`src/hdl/sps_pkg.sv`:
```
// Shared types and constants for the substring position search block.
// No dependencies; every other file in hdl/ imports this package.
package sps_pkg;

    // Default buffer length; the store keeps one entry less than this.
    localparam int BUF_LEN_DEF = 256;
    localparam int CH_W        = 8;
    localparam int POS_W       = 8;

    // Terminator byte for both the pattern and the text.
    localparam logic [CH_W-1:0] CH_NUL = 8'h00;

    // Item kinds.
    localparam logic KIND_PATTERN = 1'b0;
    localparam logic KIND_TEXT    = 1'b1;

    // Result status codes.
    localparam logic STATUS_OK  = 1'b0;
    localparam logic STATUS_BAD = 1'b1;

    typedef struct packed {
        logic            kind;
        logic [CH_W-1:0] ch;
    } t_in_item;

    typedef struct packed {
        logic             found;
        logic [POS_W-1:0] position;
        logic             status;
    } t_out_item;

    // Broadcast control from the sequencer to every cell.
    typedef struct packed {
        logic            shift;
        logic            step;
        logic            clear;
        logic [CH_W-1:0] ch;
    } t_cell_ctl;

    typedef enum logic {
        PH_PATTERN,
        PH_TEXT
    } t_phase;

endpackage

```
`src/hdl/sps_cell.sv`:
```
// One cell of the matching chain: a pattern byte and a partial-match bit.
// Depends on sps_pkg for the cell control struct.
module sps_cell
    import sps_pkg::*;
#(
    parameter int LEN_W = 8,
    parameter int INDEX = 0
) (
    input  logic             i_clk,
    input  logic             i_rst_n,
    input  t_cell_ctl        i_ctl,
    input  logic [LEN_W-1:0] i_len,
    input  logic [CH_W-1:0]  i_pat_in,
    input  logic             i_match_in,
    output logic [CH_W-1:0]  o_pat,
    output logic             o_match,
    output logic             o_hit
);

    logic [CH_W-1:0] r_pat;
    logic            r_match;
    logic            n_match;
    logic            active;
    logic            first;

    // Pattern bytes shift in at cell 0, so the oldest byte sits in the highest
    // active cell. That cell starts a match; the others extend their neighbor's.
    always_comb begin
        active  = i_len > LEN_W'(INDEX);
        first   = i_len == LEN_W'(INDEX + 1);
        n_match = active && (first || i_match_in) && (i_ctl.ch == r_pat);
    end

    // The pattern byte moves one cell along on every stored pattern byte.
    always_ff @(posedge i_clk) begin
        if (i_ctl.shift) begin
            r_pat <= i_pat_in;
        end
    end

    // The partial-match bit advances on every counted text byte.
    always_ff @(posedge i_clk) begin
        if (!i_rst_n || i_ctl.clear) begin
            r_match <= 1'b0;
        end else if (i_ctl.step) begin
            r_match <= n_match;
        end
    end

    assign o_pat   = r_pat;
    assign o_match = r_match;
    assign o_hit   = n_match;

endmodule

```
`src/hdl/sps_out_skid.sv`:
```
// Output register with a skid stage for the result channel.
// Depends on sps_pkg for the result struct.
module sps_out_skid
    import sps_pkg::*;
(
    input  logic      i_clk,
    input  logic      i_rst_n,
    input  logic      i_res_valid,
    input  t_out_item i_res,
    output logic      o_full,
    output logic      o_valid,
    output t_out_item o_item,
    input  logic      i_stall
);

    logic      r_out_valid;
    t_out_item r_out;
    logic      r_skid_valid;
    t_out_item r_skid;
    logic      out_free;

    // The output register can take data when empty or when its transfer completes.
    assign out_free = !r_out_valid || !i_stall;

    // Valid flags of both stages.
    always_ff @(posedge i_clk) begin
        if (!i_rst_n) begin
            r_out_valid  <= 1'b0;
            r_skid_valid <= 1'b0;
        end else if (out_free) begin
            r_out_valid  <= r_skid_valid || i_res_valid;
            r_skid_valid <= 1'b0;
        end else if (i_res_valid) begin
            r_skid_valid <= 1'b1;
        end
    end

    // Payloads: the skid stage drains first, a new result never meets a full skid.
    always_ff @(posedge i_clk) begin
        if (out_free) begin
            if (r_skid_valid) begin
                r_out <= r_skid;
            end else if (i_res_valid) begin
                r_out <= i_res;
            end
        end else if (i_res_valid) begin
            r_skid <= i_res;
        end
    end

    assign o_full  = r_skid_valid;
    assign o_valid = r_out_valid;
    assign o_item  = r_out;

endmodule

```
`src/hdl/substring_position_search.sv`:
```
// Top level of the substring position search: sequencer, cell chain, result buffer.
// Depends on sps_pkg, sps_cell and sps_out_skid.
//
//  channel  | valid   | stall   | payload
//  ---------+---------+---------+-------------------------------
//  input    | i_valid | o_stall | i_item (kind, ch)
//  result   | o_valid | i_stall | o_item (found, position, status)
//
// One input item is taken every cycle while o_stall is low; every cell compares the
// text byte in the same cycle, and the partial-match bits move one cell per counted text byte.
// The text terminator's result is registered in the output register, or in the skid stage under i_stall.
// Reset is synchronous and active low; it needs no clearing pass.
// o_stall rises only while both result stages hold results that wait.
module substring_position_search
    import sps_pkg::*;
#(
    parameter int BUF_LEN = BUF_LEN_DEF
) (
    input  logic      i_clk,
    input  logic      i_rst_n,
    input  logic      i_valid,
    output logic      o_stall,
    input  t_in_item  i_item,
    output logic      o_valid,
    input  logic      i_stall,
    output t_out_item o_item
);

    localparam int STORE_DEPTH = BUF_LEN - 1;
    localparam int LEN_W       = $clog2(BUF_LEN);

    t_phase           r_phase;
    t_phase           n_phase;
    logic [LEN_W-1:0] r_pat_len;
    logic [LEN_W-1:0] n_pat_len;
    logic             r_pat_bad;
    logic             n_pat_bad;
    logic [LEN_W-1:0] r_count;
    logic [LEN_W-1:0] n_count;
    logic             r_text_over;
    logic             n_text_over;
    logic             r_match_seen;
    logic             n_match_seen;
    logic [LEN_W-1:0] r_match_start;
    logic [LEN_W-1:0] n_match_start;

    t_cell_ctl        ctl;
    logic             accept;
    logic             res_valid;
    t_out_item        res;
    logic             bad;
    logic             found;
    logic             skid_full;

    logic [CH_W-1:0]  pat_in  [STORE_DEPTH];
    logic [CH_W-1:0]  pat_bus [STORE_DEPTH];
    logic             match_bus [STORE_DEPTH+1];
    logic             hit_bus [STORE_DEPTH];

    assign accept  = i_valid && !o_stall;
    assign o_stall = skid_full;

    // Phase register.
    always_ff @(posedge i_clk) begin
        if (!i_rst_n) begin
            r_phase <= PH_PATTERN;
        end else begin
            r_phase <= n_phase;
        end
    end

    // Sequencer: next phase, counters and the control broadcast to the cells.
    always_comb begin
        n_phase       = r_phase;
        n_pat_len     = r_pat_len;
        n_pat_bad     = r_pat_bad;
        n_count       = r_count;
        n_text_over   = r_text_over;
        n_match_seen  = r_match_seen;
        n_match_start = r_match_start;
        res_valid     = 1'b0;
        ctl           = '0;
        ctl.ch        = i_item.ch;
        case (r_phase)
            PH_PATTERN: begin
                if (accept && i_item.kind == KIND_PATTERN) begin
                    if (i_item.ch == CH_NUL) begin
                        n_phase = PH_TEXT;
                    end else if (r_pat_len != LEN_W'(STORE_DEPTH)) begin
                        ctl.shift = 1'b1;
                        n_pat_len = r_pat_len + LEN_W'(1);
                    end else begin
                        n_pat_bad = 1'b1;
                    end
                end
            end
            PH_TEXT: begin
                if (accept && i_item.kind == KIND_TEXT) begin
                    if (i_item.ch == CH_NUL) begin
                        res_valid     = 1'b1;
                        ctl.clear     = 1'b1;
                        n_phase       = PH_PATTERN;
                        n_pat_len     = '0;
                        n_pat_bad     = 1'b0;
                        n_count       = '0;
                        n_text_over   = 1'b0;
                        n_match_seen  = 1'b0;
                        n_match_start = '0;
                    end else if (r_count != LEN_W'(STORE_DEPTH)) begin
                        ctl.step = 1'b1;
                        n_count  = r_count + LEN_W'(1);
                        // Cell 0 holds the last pattern byte, so its hit is a full match.
                        if (!r_match_seen && !r_pat_bad && hit_bus[0]) begin
                            n_match_seen  = 1'b1;
                            n_match_start = r_count + LEN_W'(1) - r_pat_len;
                        end
                    end else begin
                        n_text_over = 1'b1;
                    end
                end
            end
            default: begin
                n_phase = PH_PATTERN;
            end
        endcase
    end

    // Search state registers.
    always_ff @(posedge i_clk) begin
        if (!i_rst_n) begin
            r_pat_len    <= '0;
            r_pat_bad    <= 1'b0;
            r_count      <= '0;
            r_text_over  <= 1'b0;
            r_match_seen <= 1'b0;
        end else begin
            r_pat_len    <= n_pat_len;
            r_pat_bad    <= n_pat_bad;
            r_count      <= n_count;
            r_text_over  <= n_text_over;
            r_match_seen <= n_match_seen;
        end
    end

    always_ff @(posedge i_clk) begin
        r_match_start <= n_match_start;
    end

    // Result fields for the text terminator.
    always_comb begin
        bad          = r_pat_bad || r_text_over;
        found        = !bad && (r_pat_len == '0 || r_match_seen);
        res.found    = found;
        res.position = (found && r_pat_len != '0) ? POS_W'(r_match_start) : '0;
        res.status   = bad ? STATUS_BAD : STATUS_OK;
    end

    // The chain of cells; a match bit beyond the last cell always reads as set.
    assign match_bus[STORE_DEPTH] = 1'b1;

    for (genvar j = 0; j < STORE_DEPTH; j++) begin : g_cell
        if (j == 0) begin : g_head
            assign pat_in[j] = i_item.ch;
        end else begin : g_body
            assign pat_in[j] = pat_bus[j-1];
        end

        sps_cell #(
            .LEN_W (LEN_W),
            .INDEX (j)
        ) u_cell (
            .i_clk      (i_clk),
            .i_rst_n    (i_rst_n),
            .i_ctl      (ctl),
            .i_len      (r_pat_len),
            .i_pat_in   (pat_in[j]),
            .i_match_in (match_bus[j+1]),
            .o_pat      (pat_bus[j]),
            .o_match    (match_bus[j]),
            .o_hit      (hit_bus[j])
        );
    end

    // Result register and skid stage.
    sps_out_skid u_out (
        .i_clk       (i_clk),
        .i_rst_n     (i_rst_n),
        .i_res_valid (res_valid),
        .i_res       (res),
        .o_full      (skid_full),
        .o_valid     (o_valid),
        .o_item      (o_item),
        .i_stall     (i_stall)
    );

`ifndef SYNTH
    // A result comes only from the text phase.
    a_res_in_text: assert property (@(posedge i_clk) disable iff (!i_rst_n)
        res_valid |-> r_phase == PH_TEXT)
        else $error("result outside the text phase");

    // After a result the search state is back at an empty pattern.
    a_clear_after_res: assert property (@(posedge i_clk) disable iff (!i_rst_n)
        res_valid |=> (r_phase == PH_PATTERN && r_pat_len == '0 && !r_match_seen))
        else $error("search state not cleared after a result");

    // A recorded match lies wholly inside the counted text.
    a_match_in_text: assert property (@(posedge i_clk) disable iff (!i_rst_n)
        r_match_seen |-> ((LEN_W+1)'(r_match_start) + (LEN_W+1)'(r_pat_len)
                          <= (LEN_W+1)'(r_count)))
        else $error("match start beyond counted text");

    // The skid stage only fills behind a full output register.
    a_skid_behind_out: assert property (@(posedge i_clk) disable iff (!i_rst_n)
        skid_full |-> o_valid)
        else $error("skid stage full with empty output register");

    // A text byte is counted only while the pattern length is settled.
    a_len_stable_text: assert property (@(posedge i_clk) disable iff (!i_rst_n)
        ctl.step |=> $stable(r_pat_len))
        else $error("pattern length moved during text");
`endif

endmodule
```
`config.mk`:
```
export PLATFORM = sky130hd
export DESIGN_NAME = substring_position_search
export DESIGN_NICKNAME = d
export VERILOG_FILES = /design/src/hdl/sps_pkg.sv /design/src/hdl/sps_cell.sv /design/src/hdl/sps_out_skid.sv /design/src/hdl/substring_position_search.sv
export SDC_FILE = /design/constraint.sdc
export NUM_CORES = 2
export LEC_CHECK = 0
export ABC_AREA = 0
export BUFFER_PORTS_ARGS = -buffer_cell sky130_fd_sc_hd__buf_2
export CAP_MARGIN = 20
export CORE_ASPECT_RATIO = 1.75
export CORE_MARGIN = 10
export CORE_UTILIZATION = 50
export DETAILED_ROUTE_END_ITERATION = 8
export PLACE_DENSITY = 0.76
export SETUP_SLACK_MARGIN = 0.05
export SLEW_MARGIN = 20
export SYNTH_ARGS = -nofsm -noshare
export SYNTH_HDL_FRONTEND = slang
export SYNTH_SLANG_ARGS = --single-unit
```
`constraint.sdc`:
```
create_clock -name i_clk -period 76.2 [get_ports i_clk]
set_input_delay 15.24 -clock i_clk [delete_from_list [all_inputs] [get_ports i_clk]]
set_output_delay 15.24 -clock i_clk [all_outputs]
set_load 0.01 [all_outputs]
```
==> metrics.md <==
| Metric | Value |
|---|---|
| Seq/Total Area, Yosys | `about two thirds` |
| Fin crit period | `about 21,000 ps` |
| CP most frequent cell | `buf_4` |
| Largest net degree at the start of global routing | `196` |
| Root Driver | `clkbuf_16` |
| Worst Tran Pin Value | `about 1300 ps` |
| RSZ-0062 raised after global routing | `no` |
| Synthesized area per cell | `14.0 um^2` |
| Final RePlAce weighted congestion | `0.923` |
| Initial Util | `approximately half` |
| Via Count | `just over 60,000` |
| CP Buf/Inv Count | `6` |
| Drt via density | `6.26` |
| Critical path's top delay family | `buffers and inverters` |
| Worst-path clk slew | `70 ps` |
| Final slew viol count | `0` |
| Reg area | `between 0.06 and 0.07 mm^2` |
| CTS buffer count | `between 200 and 250` |
| CP startpoint kind | `primary input` |
| Worst r2r src | `r_pat_len[6]` |
| Synthesized instance count | `7,237` |
| First-pass GRT wire length | `419,000 um` |
| DIE WIDTH | `around 360 um` |
| Bufs on Longest Clock Path | `4` |
| Synthesized cell area | `slightly above 0.1 mm^2` |
| Worst path slowest cell | `buf_4` |
| Cell Chain, Critical Path | `buf_8 -> or4_4 -> or2_1 -> and3_4 -> buf_12 -> buf_4 -> buf_4 -> buf_4 -> buf_4` |
| Hold endpoint | `g_cell[251].u_cell.o_pat[4]` |
| Most frequent cells in the layout | `edfxtp_1, xnor2_1, a21oi_1` |
| Core area | `around 0.2 mm^2` |
| Antenna violations before repair | `19` |
| # Max-Cap Violations | `0` |
| Die height | `slightly above 600 um` |
| Final Worst Setup Slack | `about 55,000 ps` |
| Critical path class | `primary input to flop` |
| Post-synth EDFFs | `between 2,000 and 2,500` |
| R2R Setup Slk | `between 60,000 and 70,000 ps` |
| Period utilisation layout | `approximately 28%` |
| Final clock skew | `about 45 ps` |
| Final setup fails | `0` |
| Worst reg2reg path depth | `8` |
| Setup TNS | `0 ps` |
| Vias in the first global route | `~63,000` |
| P&R area growth vs syn | `9.16%` |
| Port bufs | `24` |
| Max Fanout on Critical Path | `roughly 170` |
| DRT iter0 DRCs | `roughly 7,000` |
| Sink Count | `2,344` |
| Crit end category | `flop` |
| Outcome | `completed` |
| R2r endpoint | `g_cell[180].u_cell.o_pat[2]` |
| I/O pin count | `25` |
| Drt total wl | `between 200,000 and 300,000 um` |
| Leading cell type in the layout, fill and taps excluded | `edfxtp_1` |
| Pwr Density | `roughly 23 mW/mm^2` |
| Total GRT Usage | `between 20% and 30%` |
| Critical Path AT | `about 22,000 ps` |
| VDD IR max | `between 0.02 and 0.03 mV` |
| Mapped Nets | `about 7,300` |
| CP peak stage delay | `950 ps` |
| Residual DRC | `0` |
| Final hold vios | `0` |
| CTS tree | `done` |
| Post-placement setup slack | `roughly 54,000 ps` |
| CP Data Required Time | `between 70,000 and 80,000 ps` |
| Yosys warnings | `0` |
| Synth cell types | `75` |
| Pleak | `28.6 nW` |
| ANT nets after route | `0` |
| Post-layout nets | `7,162` |
| Max Fclk | `~0.047 GHz` |
| Min-delay src | `g_cell[250].u_cell.o_pat[4]` |
| # fillers | `roughly 16,000` |
| Normalized max-slew margin | `9.60%` |
| Post-CTS Resized | `0` |
| # H-tree levels | `4` |
| Hpwl dp | `177,000 um` |
| Layout Utilization | `54.9%` |
| Die area | `between 0.2 and 0.25 mm^2` |
| Main synth FF type | `edfxtp_1` |
| Hold Path Depth | `0` |
| Hold WC Path Type | `flop to flop` |
| Total Power | `0.00260 W` |
| Clock Latency Late Sink | `860 ps` |
| First-pass iteration count of the detailed router | `6` |
| CTS Hold Bufs | `0` |
| Yosys top cell area share | `about 61%` |
| DR WL/cell | `around 29 um` |
| GR Overflow Total | `0` |
| Share of cells above drive strength 1 | `under 10%` |
| Row cnt | `218` |
| Multi-input gate area | `around 0.032 mm^2` |
| Dominant cell type by area after synthesis | `edfxtp_1` |
| Post-synthesis async set-or-reset flop share | `0%` |
| Postcts setup bufs | `0` |
| Synth Register Bits | `2,344` |
| Synth top area cells | `edfxtp_1, xnor2_1, dfxtp_1` |
cells by family after synthesis:
kind of cell	synth area share, %
xor gates and xnor gates	17.7
adders and majority gates	0.180
and+or+nand+nor	7.95
muxes	0.100
buffers and inverters	2.42
AOI/OAI and AO/OA	4.88
DFF	66.7
report_power, final:
| group | total [W] | leakage, nW | switching (W) | internal (W) |
|---|---|---|---|---|
| clock | 0.00105 | 3.21 | 0.000473 | 0.000582 |
| combinational | 0.000138 | 9.07 | 0.0000947 | 0.0000429 |
| sequential | 0.00141 | 16.4 | 0.00000589 | 0.00140 |
cell type report:
cell class              instances  area share, %
flip-flops and latches       2344           61.2
multi-input cells            4394           28.5
clock buffers                 282           5.14
well taps                    2640           2.99
repair buffers                178           1.35
clock inverters                84          0.810
inverters                      16         0.0543
diodes                         11         0.0249
how the worst max path moves through the flow:
stage / from / to / slack (ps) / depth (start not counted)
6_report: i_item[0] / g_cell[180].u_cell.o_pat[2] / 55040 / 9
2_1_floorplan: i_item[5] / g_cell[0].u_cell.o_pat[0] / 11460 / 5
3_5_place_dp: i_item[0] / g_cell[176].u_cell.o_pat[0] / 54230 / 9
5_1_grt: i_item[0] / g_cell[173].u_cell.o_pat[5] / 54680 / 9
4_1_cts: i_item[0] / g_cell[176].u_cell.o_pat[2] / 55150 / 9
3_3_place_gp: i_item[0] / g_cell[176].u_cell.o_pat[0] / 54470 / 9
per-stage QoR:
stage                     hold WS [ps]  cell area (um^2)  std cells
after floorplan                    429            101000       7237
after global placement             437            104000       9570
after detailed placement           444            104000       9572
after CTS                          437            111000       9938
after global routing               452            111000       9939
final                              434            111000       9949
synth_stat cells (all sizes together) (23+ instances only):
cell type and n:
nand3 149, nor3 142, and2 23, dfxtp 276, xor2 599, nor2 79, xnor2 1452, edfxtp 2068
nand2 323, clkbuf 130, buf 353, o2111ai 40, nand4 410, nor4 162, a2111oi 32, a21oi 660
or4 46, o21ai 47
registers in the layout (all words and copies together), names as in the netlist:
| register | count |
|---|---|
| r_match_start | 8 |
| u_out.o_item | 10 |
| r_count | 8 |
| r_phase | 1 |
| u_out.o_valid | 1 |
| u_out.r_skid | 10 |
| g_cell.u_cell.o_match | 254 |
| u_out.o_full | 1 |
| r_text_over | 1 |
| g_cell.u_cell.o_pat | 2040 |
| r_pat_bad | 1 |
| r_pat_len | 8 |
| r_match_seen | 1 |
layer usage:
metal / wire length [um] / vias to the layer above / track usage, %
met5: 140 / - / 0
met4: 27200 / 20 / 20.3
met3: 25600 / 1183 / 4.81
met2: 139000 / 3629 / 41.2
met1: 97200 / 31200 / 28.7
li1: - / 26200 / -
worst reg2reg max path, stage by stage, from the launching register on:
cell and delay, ps:
dfxtp_4 620, and4_1 690, nand3_1 490, and3_4 730, buf_12 740, buf_4 1010
buf_4 860, buf_4 820, buf_4 970
Note: power is estimated with default switching activity, not from simulation.
